**config.mk**
```make
export PLATFORM = sky130hd
export DESIGN_NAME = biquad_filter_q14
export DESIGN_NICKNAME = d
export VERILOG_FILES = /design/src/rtl/core/bfq_pkg.sv /design/src/rtl/core/biquad_filter_q14.sv /design/src/rtl/core/bfq_ctrl.sv /design/src/rtl/core/bfq_dp.sv
export SDC_FILE = /design/constraint.sdc
export NUM_CORES = 2
export LEC_CHECK = 0
export BUFFER_PORTS_ARGS = -buffer_cell sky130_fd_sc_hd__buf_4
export CAP_MARGIN = 20
export CELL_PAD_IN_SITES_DETAIL_PLACEMENT = 1
export CELL_PAD_IN_SITES_GLOBAL_PLACEMENT = 1
export CORE_UTILIZATION = 40
export DETAILED_ROUTE_END_ITERATION = 6
export PLACE_DENSITY_LB_ADDON = 0.1
export SYNTH_ARGS = -nofsm -noshare
export SYNTH_HDL_FRONTEND = slang
export SYNTH_SLANG_ARGS = --single-unit
```
**constraint.sdc**
```tcl
create_clock -name clk -period 11.49 [get_ports clk]
set_input_delay 2.298 -clock clk [delete_from_list [all_inputs] [get_ports clk]]
set_output_delay 2.298 -clock clk [all_outputs]
set_load 0.03 [all_outputs]
```
**src/rtl/core/bfq_pkg.sv**
```systemverilog
`default_nettype none

package bfq_pkg;

	// Field widths.
	localparam int SMP_W     = 32;
	localparam int COEF_W    = 16;
	localparam int PROD_W    = SMP_W + COEF_W;
	localparam int FIRST_W   = 50;
	localparam int SECOND_W  = 48;
	localparam int ACC_W     = 52;
	localparam int Q_SHIFT   = 14;
	localparam int SH_W      = ACC_W - Q_SHIFT;
	localparam int CFG_IDX_W = 3;

	// Rounding constant added before the Q14 shift.
	localparam logic [ACC_W-1:0] RND_HALF = ACC_W'(1) << (Q_SHIFT - 1);

	// Saturation limits of the output sample.
	localparam logic [SMP_W-1:0] SAT_MAX = {1'b0, {(SMP_W-1){1'b1}}};
	localparam logic [SMP_W-1:0] SAT_MIN = {1'b1, {(SMP_W-1){1'b0}}};

	// Configuration register indexes.
	localparam logic [CFG_IDX_W-1:0] CFG_FF_COEF0 = 3'd0;
	localparam logic [CFG_IDX_W-1:0] CFG_FF_COEF1 = 3'd1;
	localparam logic [CFG_IDX_W-1:0] CFG_FF_COEF2 = 3'd2;
	localparam logic [CFG_IDX_W-1:0] CFG_FB_COEF1 = 3'd3;
	localparam logic [CFG_IDX_W-1:0] CFG_FB_COEF2 = 3'd4;

	// Reset values of the coefficients (unity gain pass-through).
	localparam logic [COEF_W-1:0] FF_COEF0_RST = 16'sd16384;

	// Operand pair fed to the shared multiplier.
	typedef enum logic [2:0] {
		MS_X_FF0 = 3'd0,
		MS_X_FF1 = 3'd1,
		MS_X_FF2 = 3'd2,
		MS_Y_FB1 = 3'd3,
		MS_Y_FB2 = 3'd4
	} mul_sel_t;

	// Commands from the controller to the datapath.
	typedef struct packed {
		logic     accept;
		logic     mul_en;
		mul_sel_t mul_sel;
		logic     y_en;
		logic     tmp_en;
		logic     tmp_add;
		logic     af_en;
		logic     as_en;
		logic     push;
	} cmd_t;

endpackage

`default_nettype wire

```
**src/rtl/core/biquad_filter_q14.sv**
```systemverilog
// Second-order IIR filter, transposed direct form II, signed Q14 coefficients.
// Sample channel: sample_valid/sample_stall carry sample_in, restart and
// block_end; a request is taken when valid is high and stall is low.
// Result channel: result_valid/result_stall carry sample_out and last, held
// steady while the receiver stalls.
// Configuration: cfg_valid/cfg_ready with cfg_index and cfg_data; cfg_ready is
// always high, indexes above four are ignored. Write only while idle.
// No sample is taken until the last result is pushed; the single shared 32 x 16
// multiplier forms the five products of each sample one after another.
// If the receiver stalls, the finished result waits in the output register,
// and a further result is held inside until that register drains; no sample
// is taken meanwhile.
// Reset clears the filter state, sets the coefficients to unity gain
// pass-through and leaves both channels empty.
`default_nettype none

module biquad_filter_q14 (
	input  wire                                   clk,
	input  wire                                   arst_n,
	input  wire                                   sample_valid,
	output logic                                  sample_stall,
	input  wire  signed [bfq_pkg::SMP_W-1:0]      sample_in,
	input  wire                                   restart,
	input  wire                                   block_end,
	output logic                                  result_valid,
	input  wire                                   result_stall,
	output logic signed [bfq_pkg::SMP_W-1:0]      sample_out,
	output logic                                  last,
	input  wire                                   cfg_valid,
	output logic                                  cfg_ready,
	input  wire  [bfq_pkg::CFG_IDX_W-1:0]         cfg_index,
	input  wire  [bfq_pkg::COEF_W-1:0]            cfg_data
);
	import bfq_pkg::*;

	cmd_t cmd;

	// Configuration writes are always taken.
	assign cfg_ready = 1'b1;

	// Sequencer.
	bfq_ctrl u_ctrl (
		.clk          (clk),
		.arst_n       (arst_n),
		.sample_valid (sample_valid),
		.sample_stall (sample_stall),
		.result_valid (result_valid),
		.result_stall (result_stall),
		.cmd          (cmd)
	);

	// Arithmetic and storage.
	bfq_dp u_dp (
		.clk        (clk),
		.arst_n     (arst_n),
		.cmd        (cmd),
		.cfg_we     (cfg_valid & cfg_ready),
		.cfg_index  (cfg_index),
		.cfg_data   (cfg_data),
		.sample_in  (sample_in),
		.restart    (restart),
		.block_end  (block_end),
		.sample_out (sample_out),
		.last       (last)
	);

endmodule

`default_nettype wire

```
**src/rtl/core/bfq_ctrl.sv**
```systemverilog
`default_nettype none

module bfq_ctrl (
	input  wire         clk,
	input  wire         arst_n,
	input  wire         sample_valid,
	output logic        sample_stall,
	output logic        result_valid,
	input  wire         result_stall,
	output bfq_pkg::cmd_t cmd
);
	import bfq_pkg::*;

	typedef enum logic [7:0] {
		ST_IDLE = 8'b0000_0001,
		ST_MUL0 = 8'b0000_0010,
		ST_OUT  = 8'b0000_0100,
		ST_M1   = 8'b0000_1000,
		ST_M2   = 8'b0001_0000,
		ST_M3   = 8'b0010_0000,
		ST_M4   = 8'b0100_0000,
		ST_PUSH = 8'b1000_0000
	} state_t;

	state_t state_q;
	state_t state_d;
	logic   result_valid_q;
	logic   out_free;

	// The output register can take a new result when empty or being drained.
	assign out_free     = !result_valid_q || !result_stall;
	assign sample_stall = (state_q != ST_IDLE);
	assign result_valid = result_valid_q;

	// Next state and command decode.
	always_comb begin
		state_d     = state_q;
		cmd         = '0;
		cmd.mul_sel = MS_X_FF0;
		unique case (state_q)
			ST_IDLE: begin
				if (sample_valid) begin
					cmd.accept = 1'b1;
					state_d    = ST_MUL0;
				end
			end
			ST_MUL0: begin
				cmd.mul_en  = 1'b1;
				cmd.mul_sel = MS_X_FF0;
				state_d     = ST_OUT;
			end
			ST_OUT: begin
				cmd.y_en    = 1'b1;
				cmd.mul_en  = 1'b1;
				cmd.mul_sel = MS_X_FF1;
				state_d     = ST_M1;
			end
			ST_M1: begin
				cmd.tmp_en  = 1'b1;
				cmd.tmp_add = 1'b1;
				cmd.mul_en  = 1'b1;
				cmd.mul_sel = MS_Y_FB1;
				state_d     = ST_M2;
			end
			ST_M2: begin
				cmd.af_en   = 1'b1;
				cmd.mul_en  = 1'b1;
				cmd.mul_sel = MS_X_FF2;
				state_d     = ST_M3;
			end
			ST_M3: begin
				cmd.tmp_en  = 1'b1;
				cmd.mul_en  = 1'b1;
				cmd.mul_sel = MS_Y_FB2;
				state_d     = ST_M4;
			end
			ST_M4: begin
				cmd.as_en = 1'b1;
				state_d   = ST_PUSH;
			end
			ST_PUSH: begin
				if (out_free) begin
					cmd.push = 1'b1;
					state_d  = ST_IDLE;
				end
			end
			default: begin
				state_d = ST_IDLE;
			end
		endcase
	end

	// State register and output valid flag.
	always_ff @(posedge clk or negedge arst_n) begin
		if (!arst_n) begin
			state_q        <= ST_IDLE;
			result_valid_q <= 1'b0;
		end else begin
			state_q <= state_d;
			if (cmd.push) begin
				result_valid_q <= 1'b1;
			end else if (!result_stall) begin
				result_valid_q <= 1'b0;
			end
		end
	end

endmodule

`default_nettype wire

```
**src/rtl/core/bfq_dp.sv**
```systemverilog
`default_nettype none

module bfq_dp (
	input  wire                                      clk,
	input  wire                                      arst_n,
	input  bfq_pkg::cmd_t                            cmd,
	input  wire                                      cfg_we,
	input  wire  [bfq_pkg::CFG_IDX_W-1:0]            cfg_index,
	input  wire  [bfq_pkg::COEF_W-1:0]               cfg_data,
	input  wire  signed [bfq_pkg::SMP_W-1:0]         sample_in,
	input  wire                                      restart,
	input  wire                                      block_end,
	output logic signed [bfq_pkg::SMP_W-1:0]         sample_out,
	output logic                                     last
);
	import bfq_pkg::*;

	logic signed [COEF_W-1:0]   ff0_q, ff1_q, ff2_q, fb1_q, fb2_q;
	logic signed [SMP_W-1:0]    x_q;
	logic signed [SMP_W-1:0]    y_q;
	logic                       be_q;
	logic signed [PROD_W-1:0]   prod_q;
	logic signed [FIRST_W-1:0]  tmp_q;
	logic signed [FIRST_W-1:0]  af_q;
	logic signed [SECOND_W-1:0] as_q;
	logic signed [SMP_W-1:0]    sample_out_q;
	logic                       last_q;

	logic signed [SMP_W-1:0]    mul_a;
	logic signed [COEF_W-1:0]   mul_b;
	logic        [ACC_W-1:0]    acc_sum;
	logic        [SH_W-1:0]     acc_sh;
	logic                       acc_ovf;
	logic        [SMP_W-1:0]    y_d;
	logic        [FIRST_W-1:0]  prod_ext;
	logic        [FIRST_W-1:0]  as_ext;

	// Coefficient registers, written through the configuration port.
	always_ff @(posedge clk or negedge arst_n) begin
		if (!arst_n) begin
			ff0_q <= FF_COEF0_RST;
			ff1_q <= '0;
			ff2_q <= '0;
			fb1_q <= '0;
			fb2_q <= '0;
		end else if (cfg_we) begin
			unique case (cfg_index)
				CFG_FF_COEF0: ff0_q <= cfg_data;
				CFG_FF_COEF1: ff1_q <= cfg_data;
				CFG_FF_COEF2: ff2_q <= cfg_data;
				CFG_FB_COEF1: fb1_q <= cfg_data;
				CFG_FB_COEF2: fb2_q <= cfg_data;
				default: ;
			endcase
		end
	end

	// Operand selection for the shared 32 x 16 multiplier.
	always_comb begin
		case (cmd.mul_sel)
			MS_X_FF0: begin mul_a = x_q; mul_b = ff0_q; end
			MS_X_FF1: begin mul_a = x_q; mul_b = ff1_q; end
			MS_X_FF2: begin mul_a = x_q; mul_b = ff2_q; end
			MS_Y_FB1: begin mul_a = y_q; mul_b = fb1_q; end
			MS_Y_FB2: begin mul_a = y_q; mul_b = fb2_q; end
			default:  begin mul_a = x_q; mul_b = ff0_q; end
		endcase
	end

	// Round, shift to Q0 and clamp to the signed 32-bit range.
	always_comb begin
		acc_sum = {{(ACC_W-PROD_W){prod_q[PROD_W-1]}}, prod_q}
			+ {{(ACC_W-FIRST_W){af_q[FIRST_W-1]}}, af_q}
			+ RND_HALF;
		acc_sh  = acc_sum[ACC_W-1:Q_SHIFT];
		acc_ovf = !((&acc_sh[SH_W-1:SMP_W-1]) || !(|acc_sh[SH_W-1:SMP_W-1]));
		if (acc_ovf) begin
			y_d = acc_sh[SH_W-1] ? SAT_MIN : SAT_MAX;
		end else begin
			y_d = acc_sh[SMP_W-1:0];
		end
	end

	// Sign extensions used by the state updates.
	assign prod_ext = {{(FIRST_W-PROD_W){prod_q[PROD_W-1]}}, prod_q};
	assign as_ext   = {{(FIRST_W-SECOND_W){as_q[SECOND_W-1]}}, as_q};

	// Sample latch, product register, partial sum, output sample and result register.
	always_ff @(posedge clk) begin
		if (cmd.accept) begin
			x_q  <= sample_in;
			be_q <= block_end;
		end
		if (cmd.mul_en) begin
			prod_q <= mul_a * mul_b;
		end
		if (cmd.y_en) begin
			y_q <= y_d;
		end
		if (cmd.tmp_en) begin
			tmp_q <= cmd.tmp_add ? (as_ext + prod_ext) : prod_ext;
		end
		if (cmd.push) begin
			sample_out_q <= y_q;
			last_q       <= be_q;
		end
	end

	// Filter state; a restart request clears it before its sample is used.
	always_ff @(posedge clk or negedge arst_n) begin
		if (!arst_n) begin
			af_q <= '0;
			as_q <= '0;
		end else begin
			if (cmd.accept && restart) begin
				af_q <= '0;
				as_q <= '0;
			end
			if (cmd.af_en) begin
				af_q <= tmp_q + prod_ext;
			end
			if (cmd.as_en) begin
				as_q <= tmp_q[SECOND_W-1:0] + prod_q;
			end
		end
	end

	assign sample_out = sample_out_q;
	assign last       = last_q;

endmodule

`default_nettype wire

```
==> impl_metrics.tcl <==
set metrics [dict create \
    gp_congestion 0.8647 \
    core_um2 98990 \
    cts.sinks 382 \
    worst_path_max_delay_cell "o21a_1" \
    overflow 0 \
    ant_nets 0 \
    dpl.cell_count 5436 \
    status "complete, no violations" \
    grt_max_degree 75 \
    rsz0062_at_grt "no" \
    final.setup.tns_ns 0 \
    fmax_ghz 0.09234 \
    crit_type "reg -> reg" \
    cts_made_buffers 49 \
    dr.pass1.iters 5 \
    totalWireLength_um 130000 \
    initial_utilization_pct 40.58 \
    maxSlewViolCount 0 \
    ys_seq_elements 382 \
    vias 30390 \
    synth.distinct_cells 94 \
    nets 5011 \
    cts_root_buf "clkbuf_16" \
    numPortBuffers 92 \
    boundaryPins 94 \
    max_slew_margin_pct 19.89 \
    ys_seq_area_share_pct 26.23 \
    grt_usage_pct 26.12 \
    finalCritPeriodShare_pct 94.25 \
    nFillCells 11170 \
    postCtsResizedCells 0 \
    post_cts_buffers 0 \
    cp_common_cell "fa_1" \
    layout_common_cells "inv_1, fa_1, nand2_1, nor2_1, ha_1" \
    finalHoldViolCount 0 \
    die_area_um2 101700 \
    postSynth.asyncResetShare_pct 48.95 \
    setup_viol 0 \
    dp_hpwl_um 103200 \
    arrival_ns 11.23 \
    first_global_vias 33240 \
    cts_max_level 2 \
    cts.reportedPaths.clkPinSlew_ns 0.06 \
    worst_ep_required_time_ns 11.89 \
    syn_area_um2 40170 \
    synth-edff-count 195 \
    die_x_um 318.9 \
    cts_tree "done" \
    area_delta_synth_final_pct 10.31 \
    drive_gt1_share_pct 9.663 \
    start_kind "flop" \
    place_area_um2 42510 \
    skew_ns 0.03596 \
    whs_ns 0.4395 \
    cp_slowest_stage_delay_ns 0.76 \
    wire_per_inst_um 23.49 \
    std_cell_rows 115 \
    clkLatencyLatePin_ns 0.65 \
    drc 0 \
    grt_pass1_wl_um 202000 \
    synth-main-ff-cell "edfxtp_1" \
    post_synth.cell_area_avg_um2 9.689 \
    post-route-min-period_ns 10.83 \
    cp-end-kind "flop" \
    final_area_um2 44310 \
    layout.cells.non_filler 5533 \
    layout_commonest_cell "inv_1" \
    viasPerCell 5.493 \
    worst_pin_slew_ns 1.199 \
    maxCapViolations 0 \
    drt-initial-drc-count 1719 \
    crit_fanout 17 \
    postCtsHoldBufs 0 \
    antenna_found_initial 11 \
    synth_nets 4953 \
    die_y_um 318.9 \
    hold_path.class "reg -> reg" \
    syn_inst 4146 \
    clockBufferDepth 3 \
    synth_warnings 0 \
]
metal layers:
layer  track usage, %  part of all wire, %  vias to the layer above
met4            8.202                  3.2                        0
met5                0                    0                        -
met3            2.102                  3.2                      159
met2            44.90                   49                      570
li1                 -                    -                    13930
met1            34.89                   44                    15740
final cells by class:
cell class / instances / area (µm²) / area share (%)
well taps: 1287 / 1610 / 3.634
clock inverters: 24 / 341.6 / 0.7709
inverters: 611 / 2293 / 5.176
flip-flops and latches: 382 / 10540 / 23.78
diodes: 3 / 7.507 / 0.01694
repair buffers: 152 / 1180 / 2.663
multi-input cells: 3008 / 26940 / 60.79
clock buffers: 66 / 1404 / 3.168
final timing paths:
path | startpoint | endpoint | slack (ns) | cells after the start
min | u_dp.be_q | u_dp.last | 0.44 | 0
max reg2reg | u_ctrl.state_q[5] | u_dp.prod_q[43] | 0.66 | 31
min in group asynchronous | arst_n | u_dp.as_q[42] | 1.63 | 1
max in group asynchronous | arst_n | u_dp.fb1_q[5] | 8.46 | 2
max | u_ctrl.state_q[5] | u_dp.prod_q[43] | 0.66 | 31
min reg2reg | u_dp.be_q | u_dp.last | 0.44 | 0
flip-flops by register name (all words and copies together), names as in the netlist, 32 cells and up:
register         flops
u_dp.af_q           50
u_dp.prod_q         48
u_dp.x_q            32
u_dp.as_q           48
u_dp.sample_out     32
u_dp.y_q            32
u_dp.tmp_q          49
worst max-delay path: cells and delay by family (launching register included):
family,cells,cell delay (ns)
xor gates and xnor gates,1,0.10
buffers and inverters,6,1.12
DFF,1,0.43
and+or+nand+nor,8,2.00
AOI/OAI and AO/OA,9,3.45
adders and majority gates,7,3.44
cell usage after synthesis, types with 40 or more instances:
| master | instances | area (µm²) |
|---|---|---|
| o21ai_0 | 142 | 710.7 |
| fa_1 | 488 | 9769 |
| nand2_1 | 448 | 1682 |
| inv_1 | 611 | 2293 |
| xor2_1 | 72 | 630.6 |
| a21o_1 | 101 | 758.2 |
| dfrtp_1 | 185 | 4629 |
| ha_1 | 261 | 3266 |
| edfxtp_1 | 195 | 5856 |
| and2_1 | 40 | 250.2 |
| clkbuf_1 | 124 | 465.5 |
| nor2_1 | 349 | 1310 |
| mux2_2 | 104 | 1171 |
| nor3_1 | 49 | 245.2 |
| a21oi_1 | 166 | 830.8 |
| a22o_1 | 93 | 814.5 |
| xnor2_1 | 124 | 1086 |
| nand3_1 | 55 | 275.3 |
per-stage QoR:
stage          setup slack [ns]  util (%)
2_1_floorplan            0.4290         -
3_3_place_gp             0.8423     42.92
3_5_place_dp             0.6245     42.94
4_1_cts                  0.6008     44.70
5_1_grt                  0.1769     44.75
6_report                 0.6602     44.76
kinds of logic (layout without fill, tap and decap cells):
group | Yosys count | count (layout) | synth area share (%)
buf+inv | 756 | 853 | 7.189
simple gates | 1168 | 1168 | 13.17
compound gates | 746 | 746 | 12.61
flops | 382 | 382 | 26.23
other cells | 1 | 4 | 0.009335
fa+ha+maj | 749 | 749 | 32.45
xor+xnor | 197 | 197 | 4.314
mux | 147 | 147 | 4.024
Power is left out: the tool's default activity adds up to more than one toggle a clock period on the data nets, which glitch-free logic cannot reach.
